$ cat config.mk
export PLATFORM = sky130hd
export DESIGN_NAME = paired_pwm_channel_allocator
export DESIGN_NICKNAME = d
export VERILOG_FILES = /design/src/sv/ppca_pkg.sv /design/src/sv/paired_pwm_channel_allocator.sv /design/src/sv/ppca_table.sv /design/src/sv/ppca_seq.sv
export SDC_FILE = /design/constraint.sdc
export NUM_CORES = 1
export LEC_CHECK = 0
export BUFFER_PORTS_ARGS = -buffer_cell sky130_fd_sc_hd__buf_2
export CORE_MARGIN = 4
export CORE_UTILIZATION = 30
export DETAILED_ROUTE_END_ITERATION = 6
export SYNTH_ARGS = -nofsm -noshare
export SYNTH_HDL_FRONTEND = slang
export SYNTH_SLANG_ARGS = --single-unit
$ cat constraint.sdc
create_clock -name clk_i -period 7.38 [get_ports clk_i]
set_input_delay 0 -clock clk_i [delete_from_list [all_inputs] [get_ports clk_i]]
set_output_delay 0 -clock clk_i [all_outputs]
set_load 0.02 [all_outputs]
$ cat src/sv/ppca_pkg.sv
// Package of the paired PWM channel allocator: sizes, codes and the structs
// passed between the table, the sequencer and the top level. No dependencies.
package ppca_pkg;

  localparam int NUM_CHANNELS = 16;
  localparam int NUM_PAIRS    = (NUM_CHANNELS + 1) / 2;
  localparam int CH_W         = (NUM_CHANNELS > 2) ? $clog2(NUM_CHANNELS) : 2;
  localparam int PAIR_W       = CH_W - 1;

  localparam int PIN_W  = 6;
  localparam int FREQ_W = 26;
  localparam int RES_W  = 5;
  localparam int FUNC_W = 2;
  localparam int OUT_W  = 4;
  localparam int CFG_W  = 6;

  localparam logic [CH_W-1:0] LAST_CH   = CH_W'(NUM_CHANNELS - 1);
  localparam logic [CH_W-1:0] PAIR_FLIP = CH_W'(1);

  localparam logic [PIN_W-1:0] MAX_PIN_RST = PIN_W'(33);
  localparam logic [RES_W-1:0] DEF_RES_RST = RES_W'(8);

  typedef enum logic [FUNC_W-1:0] {
    FUNC_ALLOC   = 2'd0,
    FUNC_RELEASE = 2'd1,
    FUNC_SETFREQ = 2'd2
  } func_e;

  typedef enum logic {
    REG_MAX_PIN = 1'b0,
    REG_DEF_RES = 1'b1
  } cfg_reg_e;

  typedef struct packed {
    logic              own_we;
    logic [CH_W-1:0]   own_idx;
    logic [PIN_W-1:0]  own_pin;
    logic              pair_we;
    logic [PAIR_W-1:0] pair_idx;
    logic [FREQ_W-1:0] pair_freq;
    logic [RES_W-1:0]  pair_res;
  } tbl_wr_t;

  typedef struct packed {
    logic [PIN_W-1:0]  owner;
    logic              partner_busy;
    logic [FREQ_W-1:0] freq;
    logic [RES_W-1:0]  res;
  } tbl_rd_t;

  typedef struct packed {
    logic             success;
    logic [OUT_W-1:0] channel;
    logic             timer_programmed;
    logic             channel_freed;
    logic [OUT_W-1:0] freed_index;
  } result_t;

  // Channel index as reported on the result: its low four bits.
  function automatic logic [OUT_W-1:0] out_idx(logic [CH_W-1:0] idx);
    logic [CH_W+OUT_W-1:0] wide;
    wide = {{OUT_W{1'b0}}, idx};
    return wide[OUT_W-1:0];
  endfunction

  function automatic logic [PAIR_W-1:0] pair_of(logic [CH_W-1:0] idx);
    return idx[CH_W-1:1];
  endfunction

endpackage

$ cat src/sv/paired_pwm_channel_allocator.sv
// Sequence: a request is accepted, the 16 channels are scanned one per cycle and a
// commit follows, which loads the result once the output register is free; a
// set-frequency request that changes the frequency of an owned in-range pin rescans.
// A new request is taken only after the commit, once the sequencer is back in idle.
// Reset clears the owner table, the sequencer and the output valid flag, and loads the
// register defaults (highest pin 33, resolution 8); the pair timers are not cleared.
module paired_pwm_channel_allocator (
  input  logic                          clk_i,
  input  logic                          rst_ni,
  input  logic                          cfg_we_i,
  input  logic                          cfg_idx_i,
  input  logic [ppca_pkg::CFG_W-1:0]    cfg_data_i,
  input  logic                          in_valid_i,
  output logic                          in_stall_o,
  input  logic [ppca_pkg::FUNC_W-1:0]   func_i,
  input  logic [ppca_pkg::PIN_W-1:0]    pin_i,
  input  logic [ppca_pkg::FREQ_W-1:0]   frequency_i,
  input  logic [ppca_pkg::RES_W-1:0]    resolution_i,
  output logic                          out_valid_o,
  input  logic                          out_stall_i,
  output logic                          success_o,
  output logic [ppca_pkg::OUT_W-1:0]    channel_o,
  output logic                          timer_programmed_o,
  output logic                          channel_freed_o,
  output logic [ppca_pkg::OUT_W-1:0]    freed_index_o
);

  logic [ppca_pkg::PIN_W-1:0] max_pin_q;
  logic [ppca_pkg::RES_W-1:0] def_res_q;
  logic                       seq_busy;
  logic                       out_free;
  logic                       res_load;
  logic                       out_valid_q;
  logic [ppca_pkg::CH_W-1:0]  rd_idx;
  ppca_pkg::tbl_rd_t          tbl_rd;
  ppca_pkg::tbl_wr_t          tbl_wr;
  ppca_pkg::result_t          res_new;
  ppca_pkg::result_t          result_q;

  always_ff @(posedge clk_i or negedge rst_ni) begin
    if (!rst_ni) begin
      max_pin_q <= ppca_pkg::MAX_PIN_RST;
      def_res_q <= ppca_pkg::DEF_RES_RST;
    end else if (cfg_we_i) begin
      case (ppca_pkg::cfg_reg_e'(cfg_idx_i))
        ppca_pkg::REG_MAX_PIN: max_pin_q <= cfg_data_i[ppca_pkg::PIN_W-1:0];
        ppca_pkg::REG_DEF_RES: def_res_q <= cfg_data_i[ppca_pkg::RES_W-1:0];
        default: begin
          max_pin_q <= max_pin_q;
        end
      endcase
    end
  end

  ppca_table u_table (
    .clk_i    (clk_i),
    .rst_ni   (rst_ni),
    .rd_idx_i (rd_idx),
    .wr_i     (tbl_wr),
    .rd_o     (tbl_rd)
  );

  ppca_seq u_seq (
    .clk_i        (clk_i),
    .rst_ni       (rst_ni),
    .req_valid_i  (in_valid_i),
    .busy_o       (seq_busy),
    .func_i       (func_i),
    .pin_i        (pin_i),
    .frequency_i  (frequency_i),
    .resolution_i (resolution_i),
    .max_pin_i    (max_pin_q),
    .def_res_i    (def_res_q),
    .out_free_i   (out_free),
    .rd_idx_o     (rd_idx),
    .rd_i         (tbl_rd),
    .wr_o         (tbl_wr),
    .res_load_o   (res_load),
    .res_o        (res_new)
  );

  // The output register is free when it is empty or its held result is taken this cycle.
  assign out_free = !out_valid_q || !out_stall_i;

  always_ff @(posedge clk_i or negedge rst_ni) begin
    if (!rst_ni) begin
      out_valid_q <= 1'b0;
    end else if (res_load) begin
      out_valid_q <= 1'b1;
    end else if (!out_stall_i) begin
      out_valid_q <= 1'b0;
    end
  end

  always_ff @(posedge clk_i) begin
    if (res_load) begin
      result_q <= res_new;
    end
  end

  assign in_stall_o         = seq_busy;
  assign out_valid_o        = out_valid_q;
  assign success_o          = result_q.success;
  assign channel_o          = result_q.channel;
  assign timer_programmed_o = result_q.timer_programmed;
  assign channel_freed_o    = result_q.channel_freed;
  assign freed_index_o      = result_q.freed_index;

endmodule

$ cat src/sv/ppca_table.sv
// Channel owner table and per-pair timer store with one read port.
// Depends on ppca_pkg.
module ppca_table (
  input  logic                         clk_i,
  input  logic                         rst_ni,
  input  logic [ppca_pkg::CH_W-1:0]    rd_idx_i,
  input  ppca_pkg::tbl_wr_t            wr_i,
  output ppca_pkg::tbl_rd_t            rd_o
);

  logic [ppca_pkg::PIN_W-1:0]  owner_q [ppca_pkg::NUM_CHANNELS];
  logic [ppca_pkg::FREQ_W-1:0] freq_q  [ppca_pkg::NUM_PAIRS];
  logic [ppca_pkg::RES_W-1:0]  res_q   [ppca_pkg::NUM_PAIRS];
  logic [ppca_pkg::NUM_CHANNELS-1:0] busy;
  logic [ppca_pkg::CH_W-1:0]   partner;
  logic [ppca_pkg::PAIR_W-1:0] rd_pair;

  always_ff @(posedge clk_i or negedge rst_ni) begin
    if (!rst_ni) begin
      for (int i = 0; i < ppca_pkg::NUM_CHANNELS; i++) begin
        owner_q[i] <= '0;
      end
    end else if (wr_i.own_we) begin
      owner_q[wr_i.own_idx] <= wr_i.own_pin;
    end
  end

  // The timer store is only read for pairs that have a busy channel, and
  // such a pair was programmed when it became busy, so it needs no reset.
  always_ff @(posedge clk_i) begin
    if (wr_i.pair_we) begin
      freq_q[wr_i.pair_idx] <= wr_i.pair_freq;
      res_q[wr_i.pair_idx]  <= wr_i.pair_res;
    end
  end

  always_comb begin
    for (int i = 0; i < ppca_pkg::NUM_CHANNELS; i++) begin
      busy[i] = (owner_q[i] != '0);
    end
  end

  assign partner = rd_idx_i ^ ppca_pkg::PAIR_FLIP;
  assign rd_pair = ppca_pkg::pair_of(rd_idx_i);

  // With an odd channel count the last channel has no partner.
  assign rd_o.owner        = owner_q[rd_idx_i];
  assign rd_o.partner_busy = (partner <= ppca_pkg::LAST_CH) && busy[partner];
  assign rd_o.freq         = freq_q[rd_pair];
  assign rd_o.res          = res_q[rd_pair];

endmodule

$ cat src/sv/ppca_seq.sv
// Request sequencer: scans the owner table one channel a cycle through a
// shared compare unit, then commits the decision. Depends on ppca_pkg.
module ppca_seq (
  input  logic                          clk_i,
  input  logic                          rst_ni,
  input  logic                          req_valid_i,
  output logic                          busy_o,
  input  logic [ppca_pkg::FUNC_W-1:0]   func_i,
  input  logic [ppca_pkg::PIN_W-1:0]    pin_i,
  input  logic [ppca_pkg::FREQ_W-1:0]   frequency_i,
  input  logic [ppca_pkg::RES_W-1:0]    resolution_i,
  input  logic [ppca_pkg::PIN_W-1:0]    max_pin_i,
  input  logic [ppca_pkg::RES_W-1:0]    def_res_i,
  input  logic                          out_free_i,
  output logic [ppca_pkg::CH_W-1:0]     rd_idx_o,
  input  ppca_pkg::tbl_rd_t             rd_i,
  output ppca_pkg::tbl_wr_t             wr_o,
  output logic                          res_load_o,
  output ppca_pkg::result_t             res_o
);

  typedef enum logic [2:0] {
    ST_IDLE   = 3'b001,
    ST_SCAN   = 3'b010,
    ST_COMMIT = 3'b100
  } state_e;

  state_e state_q, state_d;

  // Request payload.
  ppca_pkg::func_e             func_q, func_d;
  logic [ppca_pkg::PIN_W-1:0]  pin_q, pin_d;
  logic [ppca_pkg::FREQ_W-1:0] freq_q, freq_d;
  logic [ppca_pkg::RES_W-1:0]  res_q, res_d;
  logic [ppca_pkg::CH_W-1:0]   idx_q, idx_d;
  logic [ppca_pkg::CH_W-1:0]   own_idx_q, own_idx_d;
  logic [ppca_pkg::CH_W-1:0]   mat_idx_q, mat_idx_d;
  logic [ppca_pkg::CH_W-1:0]   emp_idx_q, emp_idx_d;
  logic [ppca_pkg::CH_W-1:0]   freed_idx_q, freed_idx_d;

  // Scan flags.
  logic in_range_q, in_range_d;
  logic rescan_q, rescan_d;
  logic own_hit_q, own_hit_d;
  logic own_fmatch_q, own_fmatch_d;
  logic mat_hit_q, mat_hit_d;
  logic emp_hit_q, emp_hit_d;
  logic freed_q, freed_d;

  logic                      slot_empty;
  logic                      freq_eq;
  logic                      res_eq;
  logic                      a_ok;
  logic                      a_prog;
  logic [ppca_pkg::CH_W-1:0] a_chan;

  // Shared compare unit on the table read port.
  assign slot_empty = (rd_i.owner == '0);
  assign freq_eq    = (rd_i.freq == freq_q);
  assign res_eq     = (rd_i.res == res_q);

  // Allocation outcome once the scan is over: a free channel beside a
  // matching busy partner wins over the first fully empty pair.
  always_comb begin
    a_ok   = 1'b0;
    a_prog = 1'b0;
    a_chan = '0;
    if (mat_hit_q) begin
      a_ok   = 1'b1;
      a_chan = mat_idx_q;
    end else if (emp_hit_q) begin
      a_ok   = 1'b1;
      a_prog = 1'b1;
      a_chan = emp_idx_q;
    end
  end

  always_comb begin
    state_d      = state_q;
    func_d       = func_q;
    pin_d        = pin_q;
    freq_d       = freq_q;
    res_d        = res_q;
    idx_d        = idx_q;
    own_idx_d    = own_idx_q;
    mat_idx_d    = mat_idx_q;
    emp_idx_d    = emp_idx_q;
    freed_idx_d  = freed_idx_q;
    in_range_d   = in_range_q;
    rescan_d     = rescan_q;
    own_hit_d    = own_hit_q;
    own_fmatch_d = own_fmatch_q;
    mat_hit_d    = mat_hit_q;
    emp_hit_d    = emp_hit_q;
    freed_d      = freed_q;
    wr_o         = '0;
    res_load_o   = 1'b0;
    res_o        = '0;

    case (state_q)
      ST_IDLE: begin
        if (req_valid_i) begin
          func_d       = ppca_pkg::func_e'(func_i);
          pin_d        = pin_i;
          freq_d       = frequency_i;
          res_d        = (func_i == ppca_pkg::FUNC_SETFREQ) ? def_res_i : resolution_i;
          in_range_d   = (pin_i != '0) && (pin_i <= max_pin_i);
          idx_d        = '0;
          rescan_d     = 1'b0;
          own_hit_d    = 1'b0;
          own_fmatch_d = 1'b0;
          mat_hit_d    = 1'b0;
          emp_hit_d    = 1'b0;
          freed_d      = 1'b0;
          state_d      = ST_SCAN;
        end
      end

      ST_SCAN: begin
        if (!rescan_q && !own_hit_q && (pin_q != '0) && (rd_i.owner == pin_q)) begin
          own_hit_d    = 1'b1;
          own_idx_d    = idx_q;
          own_fmatch_d = freq_eq;
        end
        if (slot_empty && rd_i.partner_busy && freq_eq && res_eq && !mat_hit_q) begin
          mat_hit_d = 1'b1;
          mat_idx_d = idx_q;
        end
        if (slot_empty && !rd_i.partner_busy && !emp_hit_q) begin
          emp_hit_d = 1'b1;
          emp_idx_d = idx_q & ~ppca_pkg::PAIR_FLIP;
        end
        if (idx_q == ppca_pkg::LAST_CH) begin
          state_d = ST_COMMIT;
        end else begin
          idx_d = idx_q + 1'b1;
        end
      end

      ST_COMMIT: begin
        if (out_free_i) begin
          res_load_o = 1'b1;
          state_d    = ST_IDLE;
          case (func_q)
            ppca_pkg::FUNC_ALLOC: begin
              if (in_range_q) begin
                if (own_hit_q) begin
                  res_o.success = 1'b1;
                  res_o.channel = ppca_pkg::out_idx(own_idx_q);
                end else if (a_ok) begin
                  wr_o.own_we            = 1'b1;
                  wr_o.own_idx           = a_chan;
                  wr_o.own_pin           = pin_q;
                  wr_o.pair_we           = a_prog;
                  wr_o.pair_idx          = ppca_pkg::pair_of(a_chan);
                  wr_o.pair_freq         = freq_q;
                  wr_o.pair_res          = res_q;
                  res_o.success          = 1'b1;
                  res_o.channel          = ppca_pkg::out_idx(a_chan);
                  res_o.timer_programmed = a_prog;
                end
              end
            end

            ppca_pkg::FUNC_RELEASE: begin
              if (own_hit_q) begin
                wr_o.own_we         = 1'b1;
                wr_o.own_idx        = own_idx_q;
                res_o.success       = 1'b1;
                res_o.channel       = ppca_pkg::out_idx(own_idx_q);
                res_o.channel_freed = 1'b1;
                res_o.freed_index   = ppca_pkg::out_idx(own_idx_q);
              end
            end

            ppca_pkg::FUNC_SETFREQ: begin
              if (own_hit_q && own_fmatch_q) begin
                res_o.success = 1'b1;
                res_o.channel = ppca_pkg::out_idx(own_idx_q);
              end else if (own_hit_q) begin
                // Detach the channel; with the pin in range, a fresh scan then sees it as empty.
                wr_o.own_we = 1'b1;
                wr_o.own_idx = own_idx_q;
                freed_d     = 1'b1;
                freed_idx_d = own_idx_q;
                if (in_range_q) begin
                  res_load_o = 1'b0;
                  rescan_d   = 1'b1;
                  own_hit_d  = 1'b0;
                  mat_hit_d  = 1'b0;
                  emp_hit_d  = 1'b0;
                  idx_d      = '0;
                  state_d    = ST_SCAN;
                end else begin
                  res_o.channel_freed = 1'b1;
                  res_o.freed_index   = ppca_pkg::out_idx(own_idx_q);
                end
              end else begin
                res_o.channel_freed = freed_q;
                res_o.freed_index   = freed_q ? ppca_pkg::out_idx(freed_idx_q) : '0;
                if (in_range_q && a_ok) begin
                  wr_o.own_we            = 1'b1;
                  wr_o.own_idx           = a_chan;
                  wr_o.own_pin           = pin_q;
                  wr_o.pair_we           = a_prog;
                  wr_o.pair_idx          = ppca_pkg::pair_of(a_chan);
                  wr_o.pair_freq         = freq_q;
                  wr_o.pair_res          = res_q;
                  res_o.success          = 1'b1;
                  res_o.channel          = ppca_pkg::out_idx(a_chan);
                  res_o.timer_programmed = a_prog;
                end
              end
            end

            default: begin
              res_o = '0;
            end
          endcase
        end
      end

      default: begin
        state_d = ST_IDLE;
      end
    endcase
  end

  always_ff @(posedge clk_i or negedge rst_ni) begin
    if (!rst_ni) begin
      state_q      <= ST_IDLE;
      in_range_q   <= 1'b0;
      rescan_q     <= 1'b0;
      own_hit_q    <= 1'b0;
      own_fmatch_q <= 1'b0;
      mat_hit_q    <= 1'b0;
      emp_hit_q    <= 1'b0;
      freed_q      <= 1'b0;
    end else begin
      state_q      <= state_d;
      in_range_q   <= in_range_d;
      rescan_q     <= rescan_d;
      own_hit_q    <= own_hit_d;
      own_fmatch_q <= own_fmatch_d;
      mat_hit_q    <= mat_hit_d;
      emp_hit_q    <= emp_hit_d;
      freed_q      <= freed_d;
    end
  end

  always_ff @(posedge clk_i) begin
    func_q      <= func_d;
    pin_q       <= pin_d;
    freq_q      <= freq_d;
    res_q       <= res_d;
    idx_q       <= idx_d;
    own_idx_q   <= own_idx_d;
    mat_idx_q   <= mat_idx_d;
    emp_idx_q   <= emp_idx_d;
    freed_idx_q <= freed_idx_d;
  end

  assign busy_o   = (state_q != ST_IDLE);
  assign rd_idx_o = idx_q;

endmodule

Word-level counts from Yosys, hierarchy flattened
Memory sizes are Yosys's and may differ from the RTL's. A register that Yosys moved wholly into a read port is not among the register bits. Cells that the tools add are included.

Reductions and logical operators: 61. Add/subtract/negate cells: 1. Mux-type cells: 97. Bitwise gates (word level): 5. Multipliers: 0. $lt $le $gt $ge: 6. Div/mod/pow operators: 0. Shift operators: 0. Equal/unequal tests: 23.

Operators by type and width (count): $mux 46 (7); $reduce_bool 6->1 (18); $bwmux 96 (1); $pmux 41 s2 (1); $mux 6 (8); $mux 41 (1); $mux 4 (10); $mux 1 (38); $mux 5 (7); $pmux 5 s3 (2); $eq 26x26->1 (1); $bmux 6 s4 (1); $demux 6 s4 (1); $mux 3 (8); $reduce_and 8->1 (3); $ne 2x1->1 const B (8); $logic_and 1x1->1 (14); $reduce_and 2->1 (7); $pmux 4 s3 (1); $reduce_and 6->1 (2); $ge 5x5->1 const B (2); $not 4->5 (2); $pmux 5 s2 (1); $pmux 1 s3 (3); 29 further kinds (46).

ROM bits: 0. Input port bits: 51. RAM bits: 248. Bits in latches: 0. Output and inout bits: 13. Memories: 2. Logic and storage cells: 236. Bits in registers: 187.

Memories: u_table.freq_q (words 8, bits a word 26, read ports 1, clocked after Yosys merged registers in 1, write ports 1, RTL line ppca_table.sv:12) `logic [ppca_pkg::FREQ_W-1:0] freq_q [ppca_pkg::NUM_PAIRS];`; u_table.res_q (words 8, bits a word 5, read ports 1, clocked after Yosys merged registers in 1, write ports 1, RTL line ppca_table.sv:13) `logic [ppca_pkg::RES_W-1:0] res_q [ppca_pkg::NUM_PAIRS];`.

Longest topological paths before layout
Word-level depth: 15. Depth in mapped cells: 11. Gate-level depth less buffers: 9.

Modules after synthesis
From an unflattened synthesis, not the netlist that was laid out.

Cells, all modules: 1081. Area, all modules: 18845.6 µm².

Modules (own cells, without submodules): ppca_table (times used 1, cells an instance 686, seq. area each 9849.4 µm², area an instance 14154.8 µm²); ppca_seq (times used 1, cells an instance 356, seq. area each 1993.2 µm², area an instance 3868.7 µm²); paired_pwm_channel_allocator (times used 1, cells an instance 39, seq. area each 634.4 µm², area an instance 822.0 µm²).

Worst setup path before layout
OpenSTA, ideal clock, no wires.

Kind: register to register. Start: register u_seq.func_q[0]. End: memory u_table.freq_q[0][0] in the netlist's numbering (enable). Path buffers: 1. Cell stages (with the launch flop): 9. Setup time: 423 ps. Data arrival time: 2969 ps. Path slack: 3989 ps. Required time: 6957 ps. Cell sequence: edfxtp_1 inv_1 ha_1 clkbuf_1 o21ai_0 or2_2 nor2b_1 nand2b_1 nor2b_1.

Word-level cells in the longest chain between the ends: 6.

RTL lines: from (decl) (RTL line ppca_seq.sv:31) `ppca_pkg::func_e func_q, func_d;`; from (signal assigned) (RTL line ppca_seq.sv:252) `func_q <= func_d;`; $eq 2x2->1 / $logic_not 2->1 (equally long branches) (RTL line ppca_seq.sv:144) `case (func_q)`; $pmux 41 s2 (*) (RTL line ppca_seq.sv:144); $mux 46 (*) (RTL line ppca_seq.sv:141) `if (out_free_i) begin`; $mux 46 (*) (RTL line ppca_seq.sv:100) `case (state_q)`; $mux 1 (RTL line ppca_table.sv:31) `if (wr_i.pair_we) begin`; $mux 1 (implied by the code) (RTL line ppca_table.sv:32) `freq_q[wr_i.pair_idx] <= wr_i.pair_freq;`; to (decl) (RTL line ppca_table.sv:12).

Every way passes the cells marked *; elsewhere a longest branch is shown, timed or not.

Worst setup path in the final report
Start: register u_seq.idx_q, in the netlist u_seq.rd_idx_o[0]. End: register u_seq.mat_idx_q[0] in the netlist's numbering (enable).

Word-level cells in the longest chain between the ends: 10.

RTL lines: from (decl) (RTL line ppca_seq.sv:35) `logic [ppca_pkg::CH_W-1:0] idx_q, idx_d;`; from (signal assigned) (RTL line ppca_seq.sv:256) `idx_q <= idx_d;`; $not 4->5 (implied by the code) (RTL line ppca_table.sv:47) `assign rd_o.owner = owner_q[rd_idx_i];`; $bmux 6 s4 (RTL line ppca_table.sv:47); $mux 6 (implied by the code) (2 in a row) (RTL line ppca_table.sv:47); $logic_not 6->1 (RTL line ppca_seq.sv:58) `assign slot_empty = (rd_i.owner == '0);`; $logic_and 1x1->1 (*) (4 in a row) (RTL line ppca_seq.sv:125) `if (slot_empty && rd_i.partner_busy && freq_eq && res_eq && !mat_hit_q) begin`; $reduce_and 2->1 (no source line) (*); to (signal assigned) (RTL line ppca_seq.sv:258) `mat_idx_q <= mat_idx_d;`; to (decl) (RTL line ppca_seq.sv:37) `logic [ppca_pkg::CH_W-1:0] mat_idx_q, mat_idx_d;`.

Every way passes the cells marked *; elsewhere a longest branch is shown, timed or not. The select of a mux whose other input is x is not followed. A chain may end at the register's enable or synchronous reset.

==> results.cfg <==
[critical_path]
critPathLaunchType = flip-flop
worstPathMaxFanout = 32
reg2reg_to = u_seq.mat_idx_q[0]
path_cells = buf_4 > mux4_2 > mux2_2 > o22ai_1 > nand4_1 > nor3_1 > nand2_1 > nor4b_1
crit_buf_inv = 1
crit_required_ns = 7.57
rrSetupSlack_ns = 3.02
critPathKind = flip-flop to flip-flop
cp.arrival_ns = 4.56
reg2reg_depth = 8
critPathSlowestCell = edfxtp_1
crit_path_max_incr_delay_ns = 0.82
r2r-start = u_seq.rd_idx_o[0]
critPathTopFamily = simple AND/OR/NAND/NOR gates
endpoint_kind = flip-flop

[sta]
max_freq_ghz = 0.229
finalSetupViolations = 0
rsz0062_at_grt = false
tightest_slew_ns = 1.15
period_needed_ns = 4.36
post-route-period-util = 0.591
slew_headroom = 0.233
skew_ns = 0.0258
tns_ns = 0
final_max_slew_viol_count = 0
hold_viol_final = 0

[placement]
place_congestion = 0.869
port_buffers = 63
dp_cells = 2019
hpwlAfterDp_mm = 27.0

[yosys]
yosysTopAreaCell = edfxtp_1
avgSynthCellArea_um2 = 16.4
ys.flop_type = edfxtp_1
synth_most_common_cell = edfxtp_1
synth_mux_area_frac = 0.181
synth_seq_cells = 438
syn_area_um2 = 18900
synth_top_family_by_area = multiplexers
yosysSeqAreaShare = 0.665
synth_fa_ha_area_frac = 0.00730
synthSimpleGateAreaFrac = 0.0755
synth-xor-area-share = 0.0158
synthesis.nets = 1214
async_flop_share = 0.269
synth-edff-count = 317
ys_top_cells_by_area = edfxtp_1 (50%), dfrtp_1 (15%), mux4_2 (8.4%)
synth_compound_area_frac = 0.0367
ys_types = 63
yosys_warnings = 0
synth_cells = 1152
synth_top_area_frac = 0.505
yosys-top-cells-count = edfxtp_1 (317), mux2_2 (116), dfrtp_1 (114), mux4_2 (70), nor2_1 (55)

[floorplan]
die_y_um = 259
num_rows = 91
core_um2 = 61900
io_pins = 64
die_area_um2 = 67000
die_w_um = 259
start_util = 0.305

[outcome]
outcome = complete, no violations

[global_routing]
grt_pass1_vias = 11231
grt_antenna_before_repair = 1
grt_pass1_wl_mm = 67.0
grt_max_degree = 76
overflow = 0
grt_usage = 0.129

[final_layout]
instances_no_fill = 2171
insertedDiodeCount = 0
multiInputGateArea_um2 = 6030
syn_to_final_growth_pct = 18.1
num-fill-cells = 5827
nNetsFinal = 1356
register_area_um2 = 12500
drive_above_1_share = 0.274

[cts]
tritoncts = done
cts_buffers = 48
cts.clk_slew.worst_paths_ns = 0.06
cts_resized = 0
clock_path_buffers = 3
clock_sinks = 438
holdBufCountCts = 62
clockRootBuffer = clkbuf_16
cts_setup_buffers = 0
clk_latency_ns = 0.58
cts_max_level = 2

[power_and_ir_drop]
irDropWorstVdd_mv = 0.180
power_density_nw_per_um2 = 277
p_leak_nw = 8.72

[hold_path]
hold_start = frequency_i[1]
hp-class = input pin to flip-flop
whs_path_depth = 2
whs_endpoint = u_seq.freq_q[1]

[detailed_routing]
num_vias = 10628
drt-total-wl_mm = 43.5
drtIter0Drc = 757
dr.pass1.iters = 5
viasPerCell = 4.90
drc = 0
antenna_left = 0
wl_per_cell_um = 20.0

[flow_run]
max_cap_violations = 0
-- metal layers --
metal	GRT usage	routed length, um	share of wire
met4	0.0282	770	0.018
met3	0.0267	2270	0.052
met2	0.214	21000	0.48
met1	0.175	19500	0.45
met5	0	0	0
-- power by group --
| group | total (mW) | switching [mW] | internal (mW) |
|---|---|---|---|
| Clock | 2.34 | 0.957 | 1.38 |
| Combinational | 0.872 | 0.473 | 0.399 |
| Sequential | 2.96 | 0.221 | 2.74 |
| Total | 6.17 | 1.65 | 4.52 |
-- layout by cell type, fill, tap and decap left out, types with 15 or more instances in the layout --
master,instances
o21ai_0,25
and2_1,37
nand2_1,49
dfrtp_1,114
dlygate4sd3_1,61
nand3_1,22
mux2_2,116
edfxtp_1,317
clkbuf_16,48
mux4_2,70
mux2i_1,51
xnor2_1,16
nor4_1,19
xor2_1,18
buf_2,62
nor2_1,48
a22oi_1,15
buf_4,16
-- metrics by stage --
step                      area, um2  hold slack [ns]  setup WS [ns]  power (mW)   util
after floorplan               18900           -0.296           3.99        3.62      -
after global placement        20100           0.0259           3.09        3.84  0.325
after detailed placement      20100           0.0322           3.01        3.86  0.325
after CTS                     22300           0.0866           3.01        6.25  0.360
after global routing          22300            0.115           2.72        6.44  0.360
final                         22300            0.132           3.02        6.17  0.360
-- cells by family after synthesis --
logic type               after synthesis
AO/OA/AOI/OAI                        100
XOR/XNOR                              34
adder cells (fa/ha/maj)               11
buffers and inverters                 62
flip-flops                           438
multiplexers                         238
AND/OR/NAND/NOR                      269
-- sequential cells by signal, summed over array words and instances, names as in the netlist, 3 cells and up, named ones only --
name	cells
channel_o	4
def_res_q	5
freed_index_o	4
max_pin_q	6
u_seq.emp_idx_q	3
u_seq.freed_idx_q	4
u_seq.freq_q	26
u_seq.mat_idx_q	4
u_seq.own_idx_q	4
u_seq.pin_q	6
u_seq.rd_idx_o	4
u_seq.res_q	5
u_seq.state_q	3
u_table.freq_q	208
u_table.owner_q	96
u_table.res_q	40
-- worst max-delay path by stage --
stage / start / endpoint / cells past startpoint
6_report: u_seq.rd_idx_o[0] / u_seq.mat_idx_q[0] / 8
5_1_grt: flip-flop / u_seq.mat_idx_q[2] / 8
4_1_cts: flip-flop / u_seq.mat_idx_q[0] / 8
3_5_place_dp: flip-flop / u_seq.mat_idx_q[3] / 8
3_3_place_gp: flip-flop / u_seq.mat_idx_q[1] / 8
2_1_floorplan: u_seq.func_q[0] / u_table.freq_q[0][0] / 8
-- layout make-up --
| class | count | share of cell area |
|---|---|---|
| well taps | 837 | 0.0470 |
| clock buffers | 62 | 0.0563 |
| repair buffers | 140 | 0.0476 |
| flip-flops and latches | 438 | 0.563 |
| clock inverters | 28 | 0.0131 |
| inverters | 14 | 0.00236 |
| multi-input cells | 652 | 0.271 |
-- worst reg2reg max path, stage by stage (launching register included) --
cell      delay, ns
edfxtp_1       0.82
buf_4          0.56
mux4_2         0.60
mux2_2         0.28
o22ai_1        0.14
nand4_1        0.12
nor3_1         0.52
nand2_1        0.18
nor4b_1        0.77
No activity file was read; power rests on OpenSTA's default activity.
